**src/ptfh_pkg.sv**
```systemverilog
// Shared types, constants and helper functions of the peak triplet filter and hash block.
package ptfh_pkg;

	// Configuration register indexes
	localparam logic [1:0] REG_MIN_FREQ_DELTA = 2'd0;
	localparam logic [1:0] REG_MAX_FREQ_DELTA = 2'd1;
	localparam logic [1:0] REG_MAX_TIME_DELTA = 2'd2;
	localparam logic [1:0] REG_QUANT_STEP     = 2'd3;

	// Configuration reset values
	localparam logic [15:0] RST_MIN_FREQ_DELTA = 16'd30;
	localparam logic [15:0] RST_MAX_FREQ_DELTA = 16'd300;
	localparam logic [15:0] RST_MAX_TIME_DELTA = 16'd300;
	localparam logic [9:0]  RST_QUANT_STEP     = 10'd10;

	// Reject reason codes
	localparam logic [2:0] RSN_OK        = 3'd0;
	localparam logic [2:0] RSN_DF1_SMALL = 3'd1;
	localparam logic [2:0] RSN_DF1_LARGE = 3'd2;
	localparam logic [2:0] RSN_DT1_LARGE = 3'd3;
	localparam logic [2:0] RSN_DF2_RANGE = 3'd4;
	localparam logic [2:0] RSN_DT2_LARGE = 3'd5;
	localparam logic [2:0] RSN_SIMILAR   = 3'd6;

	// Queue sizes
	localparam int MQ_DEPTH = 4;
	localparam int MQ_AW    = $clog2(MQ_DEPTH);
	localparam int OQ_DEPTH = 8;
	localparam int OQ_AW    = $clog2(OQ_DEPTH);

	// Quotient bits resolved by the time divider, saturation code
	localparam int          QUO_W   = 6;
	localparam logic [5:0]  QUO_SAT = 6'd63;
	localparam logic [5:0]  T_ZERO  = 6'd32;
	localparam logic [5:0]  Q_POS_MAX = 6'd31;
	localparam logic [5:0]  Q_NEG_MAX = 6'd32;

	// Classified item handed from the front to the back
	typedef struct packed {
		logic [2:0]  reason;
		logic [9:0]  fcode1;
		logic [9:0]  fcode2;
		logic [15:0] tmag1;
		logic        tneg1;
		logic [15:0] tmag2;
		logic        tneg2;
		logic [11:0] freq_hi;
		logic [31:0] ptime;
		logic [15:0] pfreq;
		logic [15:0] plevel;
	} work_t;

	// One lane of the quantizing divider
	typedef struct packed {
		logic [15:0]      rem;
		logic [QUO_W-1:0] quo;
		logic             sat;
		logic             neg;
	} div_lane_t;

	// Result item
	typedef struct packed {
		logic        accepted;
		logic [2:0]  reason;
		logic [31:0] hash;
		logic [31:0] ptime;
		logic [15:0] pfreq;
		logic [15:0] plevel;
	} res_t;

	// Filter thresholds seen by the front
	typedef struct packed {
		logic [15:0] fmin;
		logic [15:0] fmax;
		logic [15:0] tmax;
	} limits_t;

	// Start a divider lane: saturation check against step * 64
	function automatic div_lane_t div_start(logic [15:0] mag, logic neg, logic [9:0] st);
		div_lane_t l;
		l.rem = mag;
		l.quo = '0;
		l.neg = neg;
		l.sat = ({1'b0, mag} >= ({7'd0, st} << QUO_W));
		return l;
	endfunction

	// Two restoring division steps, resolving quotient bits top and top-1
	function automatic div_lane_t div_steps(div_lane_t l, logic [9:0] st, int top);
		div_lane_t r;
		logic [15:0] d;
		r = l;
		for (int k = 0; k < 2; k++) begin
			d = 16'({6'd0, st} << (top - k));
			if (r.rem >= d) begin
				r.rem = r.rem - d;
				r.quo[top-k] = 1'b1;
			end
		end
		return r;
	endfunction

	// Saturated, offset time code from a finished divider lane
	function automatic logic [5:0] time_code(div_lane_t l);
		logic [5:0] qm;
		logic [5:0] t;
		qm = l.sat ? QUO_SAT : l.quo;
		if (!l.neg) begin
			t = T_ZERO + ((qm > Q_POS_MAX) ? Q_POS_MAX : qm);
		end else begin
			t = T_ZERO - ((qm > Q_NEG_MAX) ? Q_NEG_MAX : qm);
		end
		return t;
	endfunction

	// Mix a frequency code with a time code
	function automatic logic [9:0] combo(logic [9:0] fcode, logic [5:0] t);
		return fcode ^ {t[1:0], 8'd0} ^ {2'd0, t[5:2], 4'd0};
	endfunction

endpackage

```
**src/peak_triplet_filter_hash.sv**
```systemverilog
// Top level of the peak triplet filter and hash block.
//
// Usage: one candidate triple (anchor, older and newer peak) is written on the
// input side as a queue transfer: push while full is low. Each triple yields
// exactly one result, read on the output side as a queue: while empty is low
// the oldest result sits on the result ports and pop takes it.
// Configuration registers are written over cfg_valid/cfg_ready with cfg_index
// and cfg_data; cfg_ready is always high. Write them only while the block is
// idle.
// A triple passes the front stage, the middle queue, the divider stages and
// the result write. Throughput: one triple per cycle while full is low, set
// by the front difference stage, the four-entry middle queue and a divider
// that resolves the six time quotient bits two at a time over two pipeline
// stages and the result write, for both time differences in parallel.
// Reset clears all queues and restores the register defaults.
// When the receiver stalls, results collect in an eight-entry result queue;
// the back stops drawing from the middle queue once that is booked up, and
// full rises when the middle queue and the front stage are both occupied.
module peak_triplet_filter_hash (
	input  logic        clk,
	input  logic        arst_n,
	input  logic        push,
	output logic        full,
	input  logic [15:0] anchor_freq,
	input  logic [31:0] anchor_time_ms,
	input  logic [15:0] anchor_level,
	input  logic [15:0] older_freq,
	input  logic [31:0] older_time_ms,
	input  logic [15:0] newer_freq,
	input  logic [31:0] newer_time_ms,
	output logic        empty,
	input  logic        pop,
	output logic        accepted,
	output logic [2:0]  reject_reason,
	output logic [31:0] hash,
	output logic [31:0] point_time_ms,
	output logic [15:0] point_freq,
	output logic [15:0] point_level,
	input  logic        cfg_valid,
	output logic        cfg_ready,
	input  logic [1:0]  cfg_index,
	input  logic [15:0] cfg_data
);
	import ptfh_pkg::*;

	logic [15:0] min_freq_delta_q, max_freq_delta_q, max_time_delta_q;
	logic [9:0]  quant_step_q;
	limits_t     limits;
	logic        mq_wr, mq_full, mq_rd, mq_empty;
	work_t       mq_wr_data, mq_rd_data;
	res_t        res;

	// Configuration registers
	assign cfg_ready = 1'b1;

	always_ff @(posedge clk or negedge arst_n) begin
		if (!arst_n) begin
			min_freq_delta_q <= RST_MIN_FREQ_DELTA;
			max_freq_delta_q <= RST_MAX_FREQ_DELTA;
			max_time_delta_q <= RST_MAX_TIME_DELTA;
			quant_step_q     <= RST_QUANT_STEP;
		end else if (cfg_valid && cfg_ready) begin
			unique case (cfg_index)
				REG_MIN_FREQ_DELTA: min_freq_delta_q <= cfg_data;
				REG_MAX_FREQ_DELTA: max_freq_delta_q <= cfg_data;
				REG_MAX_TIME_DELTA: max_time_delta_q <= cfg_data;
				REG_QUANT_STEP:     quant_step_q     <= cfg_data[9:0];
				default: ;
			endcase
		end
	end

	assign limits.fmin = min_freq_delta_q;
	assign limits.fmax = max_freq_delta_q;
	assign limits.tmax = max_time_delta_q;

	// Front: differences and filters
	ptfh_front u_front (
		.clk            (clk),
		.arst_n         (arst_n),
		.push           (push),
		.full           (full),
		.anchor_freq    (anchor_freq),
		.anchor_time_ms (anchor_time_ms),
		.anchor_level   (anchor_level),
		.older_freq     (older_freq),
		.older_time_ms  (older_time_ms),
		.newer_freq     (newer_freq),
		.newer_time_ms  (newer_time_ms),
		.limits         (limits),
		.q_wr           (mq_wr),
		.q_wr_data      (mq_wr_data),
		.q_full         (mq_full)
	);

	// Middle queue
	ptfh_mid_q u_mid_q (
		.clk     (clk),
		.arst_n  (arst_n),
		.wr      (mq_wr),
		.wr_data (mq_wr_data),
		.q_full  (mq_full),
		.rd      (mq_rd),
		.rd_data (mq_rd_data),
		.q_empty (mq_empty)
	);

	// Back: time quantization, hash, result queue
	ptfh_back u_back (
		.clk        (clk),
		.arst_n     (arst_n),
		.quant_step (quant_step_q),
		.q_rd_data  (mq_rd_data),
		.q_empty    (mq_empty),
		.q_rd       (mq_rd),
		.empty      (empty),
		.pop        (pop),
		.res        (res)
	);

	assign accepted      = res.accepted;
	assign reject_reason = res.reason;
	assign hash          = res.hash;
	assign point_time_ms = res.ptime;
	assign point_freq    = res.pfreq;
	assign point_level   = res.plevel;

endmodule

```
**src/ptfh_front.sv**
```systemverilog
// Front: takes triples, forms differences and applies the filters in order.
module ptfh_front (
	input  logic                  clk,
	input  logic                  arst_n,
	input  logic                  push,
	output logic                  full,
	input  logic [15:0]           anchor_freq,
	input  logic [31:0]           anchor_time_ms,
	input  logic [15:0]           anchor_level,
	input  logic [15:0]           older_freq,
	input  logic [31:0]           older_time_ms,
	input  logic [15:0]           newer_freq,
	input  logic [31:0]           newer_time_ms,
	input  ptfh_pkg::limits_t     limits,
	output logic                  q_wr,
	output ptfh_pkg::work_t       q_wr_data,
	input  logic                  q_full
);
	import ptfh_pkg::*;

	logic               valid_s1;
	logic signed [16:0] df1_s1, df2_s1;
	logic signed [32:0] dt1_s1, dt2_s1;
	logic [15:0]        af_s1, alev_s1;
	logic [31:0]        at_s1;

	logic        take;
	logic [15:0] adf1, adf2;
	logic [31:0] adt1, adt2;
	logic signed [17:0] ddf;
	logic [16:0] addf;
	logic [15:0] fmin_half;
	logic [2:0]  reason;
	logic        ok;

	// Stage holds while the queue is full
	assign q_wr = valid_s1 && !q_full;
	assign full = valid_s1 && q_full;
	assign take = push && !full;

	always_ff @(posedge clk or negedge arst_n) begin
		if (!arst_n) begin
			valid_s1 <= 1'b0;
		end else if (take || q_wr) begin
			valid_s1 <= take;
		end
	end

	// Raw differences
	always_ff @(posedge clk) begin
		if (take) begin
			df1_s1  <= $signed({1'b0, anchor_freq}) - $signed({1'b0, older_freq});
			df2_s1  <= $signed({1'b0, newer_freq}) - $signed({1'b0, anchor_freq});
			dt1_s1  <= $signed({1'b0, anchor_time_ms}) - $signed({1'b0, older_time_ms});
			dt2_s1  <= $signed({1'b0, newer_time_ms}) - $signed({1'b0, anchor_time_ms});
			af_s1   <= anchor_freq;
			at_s1   <= anchor_time_ms;
			alev_s1 <= anchor_level;
		end
	end

	// Magnitudes
	always_comb begin
		adf1      = df1_s1[16] ? 16'(-df1_s1) : df1_s1[15:0];
		adf2      = df2_s1[16] ? 16'(-df2_s1) : df2_s1[15:0];
		adt1      = dt1_s1[32] ? 32'(-dt1_s1) : dt1_s1[31:0];
		adt2      = dt2_s1[32] ? 32'(-dt2_s1) : dt2_s1[31:0];
		ddf       = 18'(df1_s1) - 18'(df2_s1);
		addf      = ddf[17] ? 17'(-ddf) : ddf[16:0];
		fmin_half = {1'b0, limits.fmin[15:1]};
	end

	// Filters, first failing one wins
	always_comb begin
		priority if (adf1 < limits.fmin) begin
			reason = RSN_DF1_SMALL;
		end else if (adf1 > limits.fmax) begin
			reason = RSN_DF1_LARGE;
		end else if (adt1 > {16'd0, limits.tmax}) begin
			reason = RSN_DT1_LARGE;
		end else if (adf2 < limits.fmin || adf2 > limits.fmax) begin
			reason = RSN_DF2_RANGE;
		end else if (adt2 > {16'd0, limits.tmax}) begin
			reason = RSN_DT2_LARGE;
		end else if (addf < {1'b0, fmin_half}) begin
			reason = RSN_SIMILAR;
		end else begin
			reason = RSN_OK;
		end
	end

	// Classified item; point fields zeroed on reject
	always_comb begin
		ok                = (reason == RSN_OK);
		q_wr_data.reason  = reason;
		q_wr_data.fcode1  = {df1_s1[16], adf1[9:1]};
		q_wr_data.fcode2  = {df2_s1[16], adf2[9:1]};
		q_wr_data.tmag1   = adt1[15:0];
		q_wr_data.tneg1   = dt1_s1[32];
		q_wr_data.tmag2   = adt2[15:0];
		q_wr_data.tneg2   = dt2_s1[32];
		q_wr_data.freq_hi = af_s1[11:0];
		q_wr_data.ptime   = ok ? at_s1 : 32'd0;
		q_wr_data.pfreq   = ok ? af_s1 : 16'd0;
		q_wr_data.plevel  = ok ? alev_s1 : 16'd0;
	end

endmodule

```
**src/ptfh_mid_q.sv**
```systemverilog
// Short queue of classified items between the front and the back.
module ptfh_mid_q (
	input  logic            clk,
	input  logic            arst_n,
	input  logic            wr,
	input  ptfh_pkg::work_t wr_data,
	output logic            q_full,
	input  logic            rd,
	output ptfh_pkg::work_t rd_data,
	output logic            q_empty
);
	import ptfh_pkg::*;

	work_t             mem_q [MQ_DEPTH];
	logic [MQ_AW-1:0]  wr_ptr_q, rd_ptr_q;
	logic [MQ_AW:0]    count_q;

	assign q_full  = (count_q == (MQ_AW+1)'(MQ_DEPTH));
	assign q_empty = (count_q == '0);
	assign rd_data = mem_q[rd_ptr_q];

	// Pointers and fill count
	always_ff @(posedge clk or negedge arst_n) begin
		if (!arst_n) begin
			wr_ptr_q <= '0;
			rd_ptr_q <= '0;
			count_q  <= '0;
		end else begin
			if (wr) wr_ptr_q <= wr_ptr_q + 1'b1;
			if (rd) rd_ptr_q <= rd_ptr_q + 1'b1;
			count_q <= count_q + (MQ_AW+1)'(wr) - (MQ_AW+1)'(rd);
		end
	end

	// Storage
	always_ff @(posedge clk) begin
		if (wr) mem_q[wr_ptr_q] <= wr_data;
	end

endmodule

```
**src/ptfh_back.sv**
```systemverilog
// Back: quantizes time differences, builds the hash and queues results.
module ptfh_back (
	input  logic            clk,
	input  logic            arst_n,
	input  logic [9:0]      quant_step,
	input  ptfh_pkg::work_t q_rd_data,
	input  logic            q_empty,
	output logic            q_rd,
	output logic            empty,
	input  logic            pop,
	output ptfh_pkg::res_t  res
);
	import ptfh_pkg::*;

	logic [9:0] st;
	logic       v_s1, v_s2;
	work_t      item_s1, item_s2;
	div_lane_t  l1_s1, l2_s1, l1_s2, l2_s2;
	div_lane_t  l1_fin, l2_fin;
	res_t       res_new;
	logic       oq_wr, oq_rd;

	res_t              oq_mem_q [OQ_DEPTH];
	logic [OQ_AW-1:0]  oq_wr_ptr_q, oq_rd_ptr_q;
	logic [OQ_AW:0]    oq_cnt_q;
	logic [OQ_AW:0]    booked;

	// A step of zero counts as one
	assign st = (quant_step == 10'd0) ? 10'd1 : quant_step;

	// Issue only with room reserved in the result queue
	assign booked = oq_cnt_q + (OQ_AW+1)'(v_s1) + (OQ_AW+1)'(v_s2);
	assign q_rd   = !q_empty && (booked < (OQ_AW+1)'(OQ_DEPTH));

	always_ff @(posedge clk or negedge arst_n) begin
		if (!arst_n) begin
			v_s1 <= 1'b0;
			v_s2 <= 1'b0;
		end else begin
			v_s1 <= q_rd;
			v_s2 <= v_s1;
		end
	end

	// Divider: saturation check and quotient bits 5..4, then 3..2
	always_ff @(posedge clk) begin
		item_s1 <= q_rd_data;
		l1_s1   <= div_steps(div_start(q_rd_data.tmag1, q_rd_data.tneg1, st), st, 5);
		l2_s1   <= div_steps(div_start(q_rd_data.tmag2, q_rd_data.tneg2, st), st, 5);
		item_s2 <= item_s1;
		l1_s2   <= div_steps(l1_s1, st, 3);
		l2_s2   <= div_steps(l2_s1, st, 3);
	end

	// Last quotient bits, time codes and hash
	always_comb begin
		l1_fin = div_steps(l1_s2, st, 1);
		l2_fin = div_steps(l2_s2, st, 1);
		res_new.accepted = (item_s2.reason == RSN_OK);
		res_new.reason   = item_s2.reason;
		res_new.hash     = res_new.accepted ?
			{item_s2.freq_hi, combo(item_s2.fcode1, time_code(l1_fin)),
			 combo(item_s2.fcode2, time_code(l2_fin))} : 32'd0;
		res_new.ptime    = item_s2.ptime;
		res_new.pfreq    = item_s2.pfreq;
		res_new.plevel   = item_s2.plevel;
	end

	// Result queue
	assign oq_wr = v_s2;
	assign empty = (oq_cnt_q == '0);
	assign oq_rd = pop && !empty;
	assign res   = oq_mem_q[oq_rd_ptr_q];

	always_ff @(posedge clk or negedge arst_n) begin
		if (!arst_n) begin
			oq_wr_ptr_q <= '0;
			oq_rd_ptr_q <= '0;
			oq_cnt_q    <= '0;
		end else begin
			if (oq_wr) oq_wr_ptr_q <= oq_wr_ptr_q + 1'b1;
			if (oq_rd) oq_rd_ptr_q <= oq_rd_ptr_q + 1'b1;
			oq_cnt_q <= oq_cnt_q + (OQ_AW+1)'(oq_wr) - (OQ_AW+1)'(oq_rd);
		end
	end

	always_ff @(posedge clk) begin
		if (oq_wr) oq_mem_q[oq_wr_ptr_q] <= res_new;
	end

endmodule

```
**config.mk**
```make
export PLATFORM = sky130hd
export DESIGN_NAME = peak_triplet_filter_hash
export DESIGN_NICKNAME = d
export VERILOG_FILES = /design/src/ptfh_pkg.sv /design/src/peak_triplet_filter_hash.sv /design/src/ptfh_front.sv /design/src/ptfh_mid_q.sv /design/src/ptfh_back.sv
export SDC_FILE = /design/constraint.sdc
export NUM_CORES = 2
export LEC_CHECK = 0
export BUFFER_PORTS_ARGS = -buffer_cell sky130_fd_sc_hd__clkbuf_2
export CAP_MARGIN = 5
export CORE_ASPECT_RATIO = 2
export CORE_MARGIN = 1
export CORE_UTILIZATION = 30
export CTS_BUF_LIST = sky130_fd_sc_hd__clkbuf_4 sky130_fd_sc_hd__clkbuf_8
export DETAILED_ROUTE_END_ITERATION = 12
export PLACE_DENSITY = 0.49
export SLEW_MARGIN = 25
export SYNTH_ARGS = -nofsm -noshare
export SYNTH_HDL_FRONTEND = slang
export SYNTH_SLANG_ARGS = --single-unit
export TNS_END_PERCENT = 10
```
**constraint.sdc**
```tcl
create_clock -name clk -period 11.3 [get_ports clk]
set_input_delay 1.695 -clock clk [delete_from_list [all_inputs] [get_ports clk]]
set_output_delay 1.695 -clock clk [all_outputs]
set_load 0.005 [all_outputs]
```
==> results.sh <==
export IMPL_yosys_warnings=0
export IMPL_fin_ws_ns=4.15
export IMPL_cts_tree="yes"
export IMPL_register_area_um2=52600
export IMPL_yosysUniqueCellTypes=93
export IMPL_whs_path_depth=0
export IMPL_cp_data_arrival_time_ns=7.82
export IMPL_clock_sinks=1856
export IMPL_syn_area_per_cell_um2=15.4
export IMPL_utilization_pct=34.5
export IMPL_synthArstFlopShare_pct=4.20
export IMPL_power_switching_mw=9.96
export IMPL_drt_first_pass_iters=5
export IMPL_ys_seq_elements=1856
export IMPL_pin_count=286
export IMPL_p_clk_share_pct=21.5
export IMPL_gp_congestion=0.859
export IMPL_cts_max_level=5
export IMPL_synth_area_um2=82200
export IMPL_tns_ns=0
export IMPL_status="finished clean"
export IMPL_rsz0062_at_grt="no"
export IMPL_grt_pass1_wl_um=333000
export IMPL_max_freq_mhz=140
export IMPL_pwr_share_comb_pct=39.2
export IMPL_final_period_utilization_pct=63.3
export IMPL_dp_hpwl_um=157000
export IMPL_drtIter0Drc=2434
export IMPL_crit_family="compound AO/OA/AOI/OAI gates"
export IMPL_numPortBuffers=284
export IMPL_dpl_cell_count=9099
export IMPL_path_buf_inv=1
export IMPL_multi_input_area_um2=27600
export IMPL_hold_path_class="reg2reg"
export IMPL_fp_dieArea_um2=276000
export IMPL_synth_cells=5350
export IMPL_cts_resized=0
export IMPL_worst_pin_slew_ns=1.13
export IMPL_grt_pass1_vias=49900
export IMPL_wire_per_inst_um=23.7
export IMPL_fillers=26200
export IMPL_reg2reg_depth=23
export IMPL_drc=0
export IMPL_antenna_found_initial=15
export IMPL_cp_max_fo=15
export IMPL_cts_buffers=283
export IMPL_worst_path_stages=23
export IMPL_switching_share_pct=36.4
export IMPL_track_usage_pct=16.4
export IMPL_powerDensity_nw_per_um2=291
export IMPL_final_layout_size_suffix_gt1_share_pct=24.5
export IMPL_cts_setup_buffers=0
export IMPL_rows=271
export IMPL_via_per_inst=4.88
export IMPL_fin_nets=6422
export IMPL_crit_path_top_delay_cell="a2111oi_0"
export IMPL_via_count=46900
export IMPL_setup_viol=0
export IMPL_crit_top_cell="nand2_1"
export IMPL_maxCapViolCount=0
export IMPL_fin_skew_ns=0.0605
export IMPL_total_power_mw=27.3
export IMPL_start_kind="flip-flop"
export IMPL_max_stage_delay_ns=0.85
export IMPL_whs_ns=0.280
export IMPL_worst_setup_path_end_kind="flip-flop"
export IMPL_syn_to_final_growth_pct=14.5
export IMPL_cts_hold_buf=0
export IMPL_routed_wl_um=228000
export IMPL_crit_type="reg2reg"
export IMPL_cp_required_ns=11.97
export IMPL_cp_cell_sequence="inv_1, a41o_1, ha_1, nand4b_1, nor4_1, a2111oi_0, nand3_1, mux2_2, ha_1, a21o_1, nand2_1, o211ai_1, a211oi_1, o21ai_0, a21oi_1, nand2_1, nand2_1, ha_1, nand3b_1, nand2_1, a21oi_1, xnor2_1, nor2_1"
export IMPL_final_area_um2=94000
export IMPL_initial_core_util_pct=30.2
export IMPL_synth_nets=5933
export IMPL_min_period_ns=7.15
export IMPL_peakVddDrop_uv=186
export IMPL_die_x_um=372
export IMPL_grt_overflow=0
export IMPL_clockBufferDepth=4
export IMPL_maxSlewViolCount=0
export IMPL_p_leak_nw=34.0
export IMPL_max_slew_margin_rel_pct=24.0
export IMPL_synth_ff_type="edfxtp_1"
export IMPL_clk_pin_slew_worst_paths_ns=0.07
export IMPL_post_dp_cell_area_um2=88100
export IMPL_power_frac_seq_pct=39.3
export IMPL_dp_worst_setup_slack_ns=3.90
export IMPL_internal_power_mw=17.4
export IMPL_fin_cells=9612
export IMPL_grt_start_max_net_pins=120
export IMPL_core_area_um2=272000
export IMPL_finalHoldViolations=0
export IMPL_die_height_um=742
export IMPL_synth_edf_count=1496
export IMPL_yosysSeqAreaShare_pct=64.0
export IMPL_postRouteAntennaNets=0
export IMPL_clock_latency_ns=0.95
export IMPL_cts_root_buf="clkbuf_8"
## state kept, by name, summed over array words and instances, names as in the netlist, 17 cells and up
name / flops
u_front.df2_s1: 17
u_front.dt1_s1: 33
u_back.l1_s1: 20
u_front.at_s1: 32
u_back.item_s2: 99
u_front.df1_s1: 17
u_back.l2_s1: 20
u_front.dt2_s1: 33
u_mid_q.mem_q: 532
u_back.oq_mem_q: 800
u_back.item_s1: 99
## Yosys cell counts (70+ instances only)
master | count | area, um^2
dfxtp_1 | 282 | 5650
mux4_2 | 331 | 7450
ha_1 | 383 | 4790
a21oi_1 | 192 | 961
clkbuf_1 | 91 | 342
inv_1 | 374 | 1400
o21ai_0 | 222 | 1110
nor2_1 | 215 | 807
nand2_1 | 236 | 886
mux2_2 | 188 | 2120
xnor2_1 | 178 | 1560
a21o_1 | 70 | 526
edfxtp_1 | 1496 | 44900
## power groups by stage
stage               sequential (mW)  clock (mW)  combinational, mW
floorplan                      10.4           0               7.64
global placement               10.9           0               10.8
detailed placement             10.9           0               10.9
CTS                            10.8        6.11               11.0
global route                   10.9        6.33               11.9
finish                         10.7        5.88               10.7
## layout by cell type, fill, tap and decap left out, types with 61 or more instances in the layout
master,instances
a21o_1,70
a21oi_1,192
buf_4,68
clkbuf_2,283
clkbuf_4,81
clkbuf_8,314
dfxtp_1,282
edfxtp_1,1496
ha_1,383
inv_1,374
mux2_2,188
mux4_2,331
nand2_1,236
nand3_1,61
nor2_1,209
o21ai_0,222
xnor2_1,176
xor2_1,61
## final cells by class
class,count,share of cell area (%)
repair buffers,360,2.23
diodes,3,0.00798
multi-input cells,2963,29.4
clock buffers,395,5.24
clock inverters,111,1.04
well taps,3549,4.72
inverters,375,1.50
flip-flops and latches,1856,55.9
## cells by family after synthesis
family / share of synthesized area (%)
compound gates: 6.41
xor+xnor: 2.55
simple gates: 6.35
mux: 11.9
other cells: 0.00456
flops: 64.0
buf+inv: 2.59
fa+ha+maj: 6.25
## worst paths after layout
path	start	end	slack (ns)
worst max-delay path	quant_step_q[5]$_DFFE_PN0P_	u_back.oq_mem_q[4][78]$_DFFE_PP_	4.15
worst min-delay path	u_back.item_s1[110]$_DFF_P_	u_back.item_s2[110]$_DFF_P_	0.28
worst max register to register	quant_step_q[5]$_DFFE_PN0P_	u_back.oq_mem_q[4][78]$_DFFE_PP_	4.15
worst min register to register	u_back.item_s1[110]$_DFF_P_	u_back.item_s2[110]$_DFF_P_	0.28
max in group asynchronous	arst_n	quant_step_q[9]$_DFFE_PN0P_	9.34
min in group asynchronous	arst_n	u_back.oq_rd_ptr_q[2]$_DFFE_PN0P_	0.73
## layer usage
| metal | global-route usage, % | up-vias | part of all wire (%) |
|---|---|---|---|
| met5 | 0 | - | 0.019 |
| met4 | 6.63 | 6 | 4.0 |
| met3 | 2.24 | 421 | 3.5 |
| met2 | 31.0 | 1048 | 54 |
| met1 | 18.1 | 23900 | 38 |
| li1 | - | 21600 | - |
## worst reg2reg max path, delay by kind of cell (launching register included)
family          cells  cell delay (ns)
buf+inv             1             0.71
compound gates      8             2.63
simple gates        9             1.73
xor+xnor            1             0.10
flops               1             0.37
mux                 1             0.49
fa+ha+maj           3             0.88
(Power assumes the default switching activity.)
